## config.mk

```make
export PLATFORM = sky130hd
export DESIGN_NAME = mhr_front
export DESIGN_NICKNAME = d
export VERILOG_FILES = /design/src/rtl/mhr_pkg.sv /design/src/rtl/mhr_front.sv
export SDC_FILE = /design/constraint.sdc
export NUM_CORES = 1
export LEC_CHECK = 0
export ABC_CLOCK_PERIOD_IN_PS = 5000
export BUFFER_PORTS_ARGS = -buffer_cell sky130_fd_sc_hd__buf_2
export CORE_MARGIN = 4
export CORE_UTILIZATION = 45
export CTS_CLUSTER_SIZE = 25
export DETAILED_ROUTE_END_ITERATION = 10
export PLACE_DENSITY_LB_ADDON = 0.2
export SLEW_MARGIN = 40
export SYNTH_ARGS = -nofsm -noshare
export SYNTH_HDL_FRONTEND = slang
export SYNTH_SLANG_ARGS = --single-unit
```

## constraint.sdc

```tcl
create_clock -name i_clk -period 5 [get_ports i_clk]
set_input_delay 0.75 -clock i_clk [delete_from_list [all_inputs] [get_ports i_clk]]
set_output_delay 0.75 -clock i_clk [all_outputs]
set_load 0.1 [all_outputs]
```

## src/rtl/mhr_pkg.sv

```systemverilog
// Shared types and constants for the message history ring.
package mhr_pkg;

    localparam int CAPACITY_DEF = 16;
    localparam int TEXT_MAX_DEF = 64;

    localparam int LEN_W       = 7;
    localparam int OFFSET_W    = 16;
    localparam int HELD_W      = 5;
    localparam int SEQ_W       = 32;
    localparam int NODE_W      = 32;
    localparam int CHAN_W      = 8;
    localparam int BYTE_W      = 8;
    localparam int DECL_LEN_W  = 16;
    localparam int S_TDATA_W   = 112;
    localparam int M_TDATA_W   = 160;
    localparam int QUEUE_DEPTH = 2;

    typedef enum logic [0:0] {
        KIND_PUBLISH = 1'b0,
        KIND_READ    = 1'b1
    } t_kind;

    // Classified request as it waits between front and back.
    typedef struct packed {
        t_kind                 kind;
        logic                  last;
        logic [NODE_W-1:0]     from_node;
        logic [NODE_W-1:0]     to_node;
        logic [CHAN_W-1:0]     channel;
        logic [LEN_W-1:0]      length;
        logic [BYTE_W-1:0]     text_byte;
        logic [OFFSET_W-1:0]   read_offset;
    } t_item;

    // Header as kept in the header memory.
    typedef struct packed {
        logic [NODE_W-1:0] sender;
        logic [NODE_W-1:0] receiver;
        logic [CHAN_W-1:0] channel;
        logic [LEN_W-1:0]  length;
    } t_hdr;

    typedef struct packed {
        logic              found;
        logic [NODE_W-1:0] sender;
        logic [NODE_W-1:0] receiver;
        logic [CHAN_W-1:0] chan_out;
        logic [LEN_W-1:0]  stored_length;
        logic [SEQ_W-1:0]  entry_seq;
        logic [BYTE_W-1:0] byte_out;
        logic              run_last;
        logic [HELD_W-1:0] entries_held;
        logic [SEQ_W-1:0]  newest_seq;
    } t_result;

endpackage

```

## src/rtl/mhr_front.sv

```systemverilog
// Request intake: unpacks and classifies input transfers into a short queue.
module mhr_front import mhr_pkg::*; #(
    parameter int TEXT_MAX = TEXT_MAX_DEF
) (
    input  logic                 i_clk,
    input  logic                 i_rst_n,
    input  logic                 s_axis_tvalid,
    output logic                 s_axis_tready,
    input  logic [S_TDATA_W-1:0] s_axis_tdata,
    input  logic                 s_axis_tlast,
    input  logic                 s_axis_tuser,
    output logic                 o_valid,
    output t_item                o_item,
    input  logic                 i_pop
);

    localparam int QAW = $clog2(QUEUE_DEPTH);
    localparam int QCW = $clog2(QUEUE_DEPTH + 1);

    t_item             r_mem [QUEUE_DEPTH];
    logic [QAW-1:0]    r_wr;
    logic [QAW-1:0]    r_rd;
    logic [QCW-1:0]    r_cnt;
    t_item             n_item;
    logic [DECL_LEN_W-1:0] decl_len;
    logic              push;
    logic              pop;

    always_comb begin
        decl_len           = s_axis_tdata[87:72];
        n_item.kind        = t_kind'(s_axis_tuser);
        n_item.last        = s_axis_tlast;
        n_item.from_node   = s_axis_tdata[31:0];
        n_item.to_node     = s_axis_tdata[63:32];
        n_item.channel     = s_axis_tdata[71:64];
        // clamp declared length to the text slot size
        n_item.length      = (decl_len > DECL_LEN_W'(TEXT_MAX)) ?
                             LEN_W'(TEXT_MAX) : decl_len[LEN_W-1:0];
        n_item.text_byte   = s_axis_tdata[95:88];
        n_item.read_offset = s_axis_tdata[111:96];
    end

    assign s_axis_tready = (r_cnt != QCW'(QUEUE_DEPTH));
    assign push          = s_axis_tvalid && s_axis_tready;
    assign o_valid       = (r_cnt != '0);
    assign pop           = i_pop && o_valid;
    assign o_item        = r_mem[r_rd];

    always_ff @(posedge i_clk) begin
        if (push) begin
            r_mem[r_wr] <= n_item;
        end
        if (!i_rst_n) begin
            r_wr  <= '0;
            r_rd  <= '0;
            r_cnt <= '0;
        end else begin
            if (push) begin
                r_wr <= (r_wr == QAW'(QUEUE_DEPTH - 1)) ? '0 : r_wr + 1'b1;
            end
            if (pop) begin
                r_rd <= (r_rd == QAW'(QUEUE_DEPTH - 1)) ? '0 : r_rd + 1'b1;
            end
            if (push && !pop) begin
                r_cnt <= r_cnt + 1'b1;
            end else if (pop && !push) begin
                r_cnt <= r_cnt - 1'b1;
            end
        end
    end

endmodule

```

==> results.py <==
metrics = {
    "cts": {
        "post_cts_resize_count": 0,
        "post_cts_buffers": 0,
        "clockBufferDepth": 3,
        "clockRootBuffer": "clkbuf_16",
        "numCtsBuffers": 22,
        "clock_latency_ns": 0.49,
        "hold_buffers": 0,
        "cts.htree.levels": 1,
        "cts_tree": "built",
        "cts_sinks": 215,
        "clkSlewWorstSetupHoldPaths_ns": 0.06,
    },
    "logic_synthesis": {
        "synth_top_family_by_area": "multiplexers",
        "synth_seq_area_share_pct": 81.3,
        "synth_nets": 481,
        "yosys.area.top_type_share_pct": 80.1,
        "synth_compound_area_share_pct": 0.445,
        "synth_cells": 362,
        "syn_area_um2": 7880,
        "synthAdderAreaFrac_pct": 0.159,
        "yosys_register_bits": 215,
        "synth_area_leaders": "edfxtp_1 80%, mux2_2 15%, dfxtp_1 1.3%, buf_2 0.70%, and2_1 0.64%",
        "synthSimpleGateAreaFrac_pct": 1.87,
        "ys.warnings.count": 0,
        "ys_types": 23,
        "avgSynthCellArea_um2": 21.8,
        "synth_top_area_cell": "edfxtp_1",
        "synth.area.mux_share_pct": 15.0,
        "synth_xor_area_share_pct": 0.334,
    },
    "worst_setup_path": {
        "crit_buf_inv": 2,
        "worstPathMaxFanout": 41,
        "cp_slowest_cell": "dfxtp_4",
        "arrival_ns": 2.43,
        "max_stage_delay_ns": 0.71,
        "end_kind": "output port",
        "crit_path_start_kind": "flip-flop",
        "worstSetupPathType": "reg -> out",
        "required_ns": 4.25,
        "cp_top_family": "buffers and inverters",
        "path_cells": "buf_4, mux2_2, buf_2",
    },
    "floorplan": {
        "pin_count": 225,
        "initial_core_util_pct": 45.7,
        "die_h_um": 140,
        "dieArea_um2": 19700,
        "die_w_um": 140,
        "rows": 48,
        "core-area_um2": 17200,
    },
    "routing": {
        "drc": 0,
        "top_layer": "met4",
        "via_count": 4100,
        "dr_wl_met2_mm": 7.21,
        "met1_length_mm": 5.97,
        "routed-wl-met3_mm": 1.55,
        "dr.pass1.iters": 4,
        "routed_wl_mm": 15.0,
        "final_antenna_net_count": 0,
        "first_iter_violations": 133,
        "routed_via_density": 4.88,
        "wire_per_inst_um": 17.9,
    },
    "placed_design": {
        "dpl.hpwl_mm": 9.97,
        "place.gp.congestion": 0.726,
        "io_buffers": 224,
    },
    "timing": {
        "timing.fmax_ghz": 0.315,
        "tightest_slew_ns": 0.622,
        "relSlewSlack_pct": 58.5,
        "skew_ns": 0.00560,
        "slew_violations": 0,
        "final-setup-viol-count": 0,
        "min_period_ns": 3.18,
        "hold_viol": 0,
        "rsz0062_at_grt": "false",
        "finalCritPeriodShare_pct": 63.6,
        "final.setup.tns_ns": 0,
    },
    "final_layout": {
        "drive_gt1_share_pct": 60.1,
        "synthToLayoutAreaGrowth_pct": 26.3,
        "n_antenna_cell": 0,
        "nNetsFinal": 722,
    },
    "run_status": {
        "outcome": "finished, final reports clean",
    },
    "job": {
        "cap_viol_max_count": 0,
    },
    "grt": {
        "grt_max_degree": 86,
        "grt_usage_pct": 14.4,
        "grt_pass1_vias": 4423,
        "overflow": 0,
        "antenna_found_initial": 0,
        "grt_first_pass_wirelength_mm": 22.6,
    },
    "hold_path": {
        "hp-class": "in -> reg",
    },
}
flip-flops by register name, summed over array words and instances, names as in the netlist, named ones only:
name	flops
r_mem	210
r_rd	1
r_wr	1
r_cnt	2
cell families after synthesis:
family,after synthesis
adders and majority gates,1
muxes,105
buffers and inverters,14
xor gates and xnor gates,3
AOI/OAI and AO/OA,5
and+or+nand+nor,19
DFF,215
worst register-to-register path, cell delays in order, from the launching register on:
cell and delay (ns):
dfxtp_1 0.41, nand2b_1 0.23, nand3b_1 0.23, inv_8 0.52, buf_4 0.41
cell type report:
class                   instances  area [um^2]
flip-flops and latches        215         6410
inverters                       2         15.0
multi-input cells             133         1410
clock inverters                10         70.1
clock buffers                  27          591
well taps                     225          282
fillers                      1361         7290
repair buffers                229         1170
layout by cell type, fill, tap and decap left out, drive strengths merged, types with 2 or more instances in the layout:
master,netlist,routed
buf,11,229
dfxtp,5,5
xnor2,2,2
and4b,2,2
clkinv,0,9
inv,2,2
edfxtp,210,210
o21ai,2,2
mux2,105,105
clkbuf,1,27
a21boi,2,2
and2,8,8
synth_stat cells:
master,instances
edfxtp_1,210
mux2_2,105
buf_2,11
and2_1,8
dfxtp_1,5
a21boi_0,2
and4b_1,2
inv_1,2
o21ai_0,2
xnor2_1,2
a21bo_2,1
and3_1,1
clkbuf_1,1
ha_1,1
nand2b_1,1
nand3b_1,1
nor2_1,1
nor4_1,1
nor4b_4,1
or2_2,1
or3_1,1
or4_4,1
xor2_1,1
worst paths after layout:
check | endpoint | slack [ns] | start | cells past startpoint
worst max-delay path | o_item[97] | 1.82 | flip-flop | 3
worst min-delay path | r_mem[1][40] | 0.45 | s_axis_tdata[33] | 1
worst max register to register | r_mem[0][103] | 2.87 | r_cnt[0] | 4
worst min register to register | r_cnt[1] | 0.55 | r_cnt[1] | 2
routing by layer:
metal	up-vias	GRT usage [%]
li1	1913	-
met1	1985	17.4
met2	171	24.2
met3	31	5.84
met4	0	3.77
met5	-	0
metrics by stage:
stage,worst slack (ns),cells,utilization (%),hold WS (ns),area [um^2]
2_1_floorplan,0.678,362,-,0.483,7880
3_5_place_dp,2.29,804,53.9,0.538,9280
3_3_place_gp,2.30,803,53.7,0.497,9260
4_1_cts,1.75,841,57.7,0.419,9940
5_1_grt,1.70,841,57.7,0.424,9950
6_report,1.82,841,57.7,0.449,9950
Power is not shown: default switching activity piles up to over one toggle a cycle in this logic, so the estimate is an artifact.
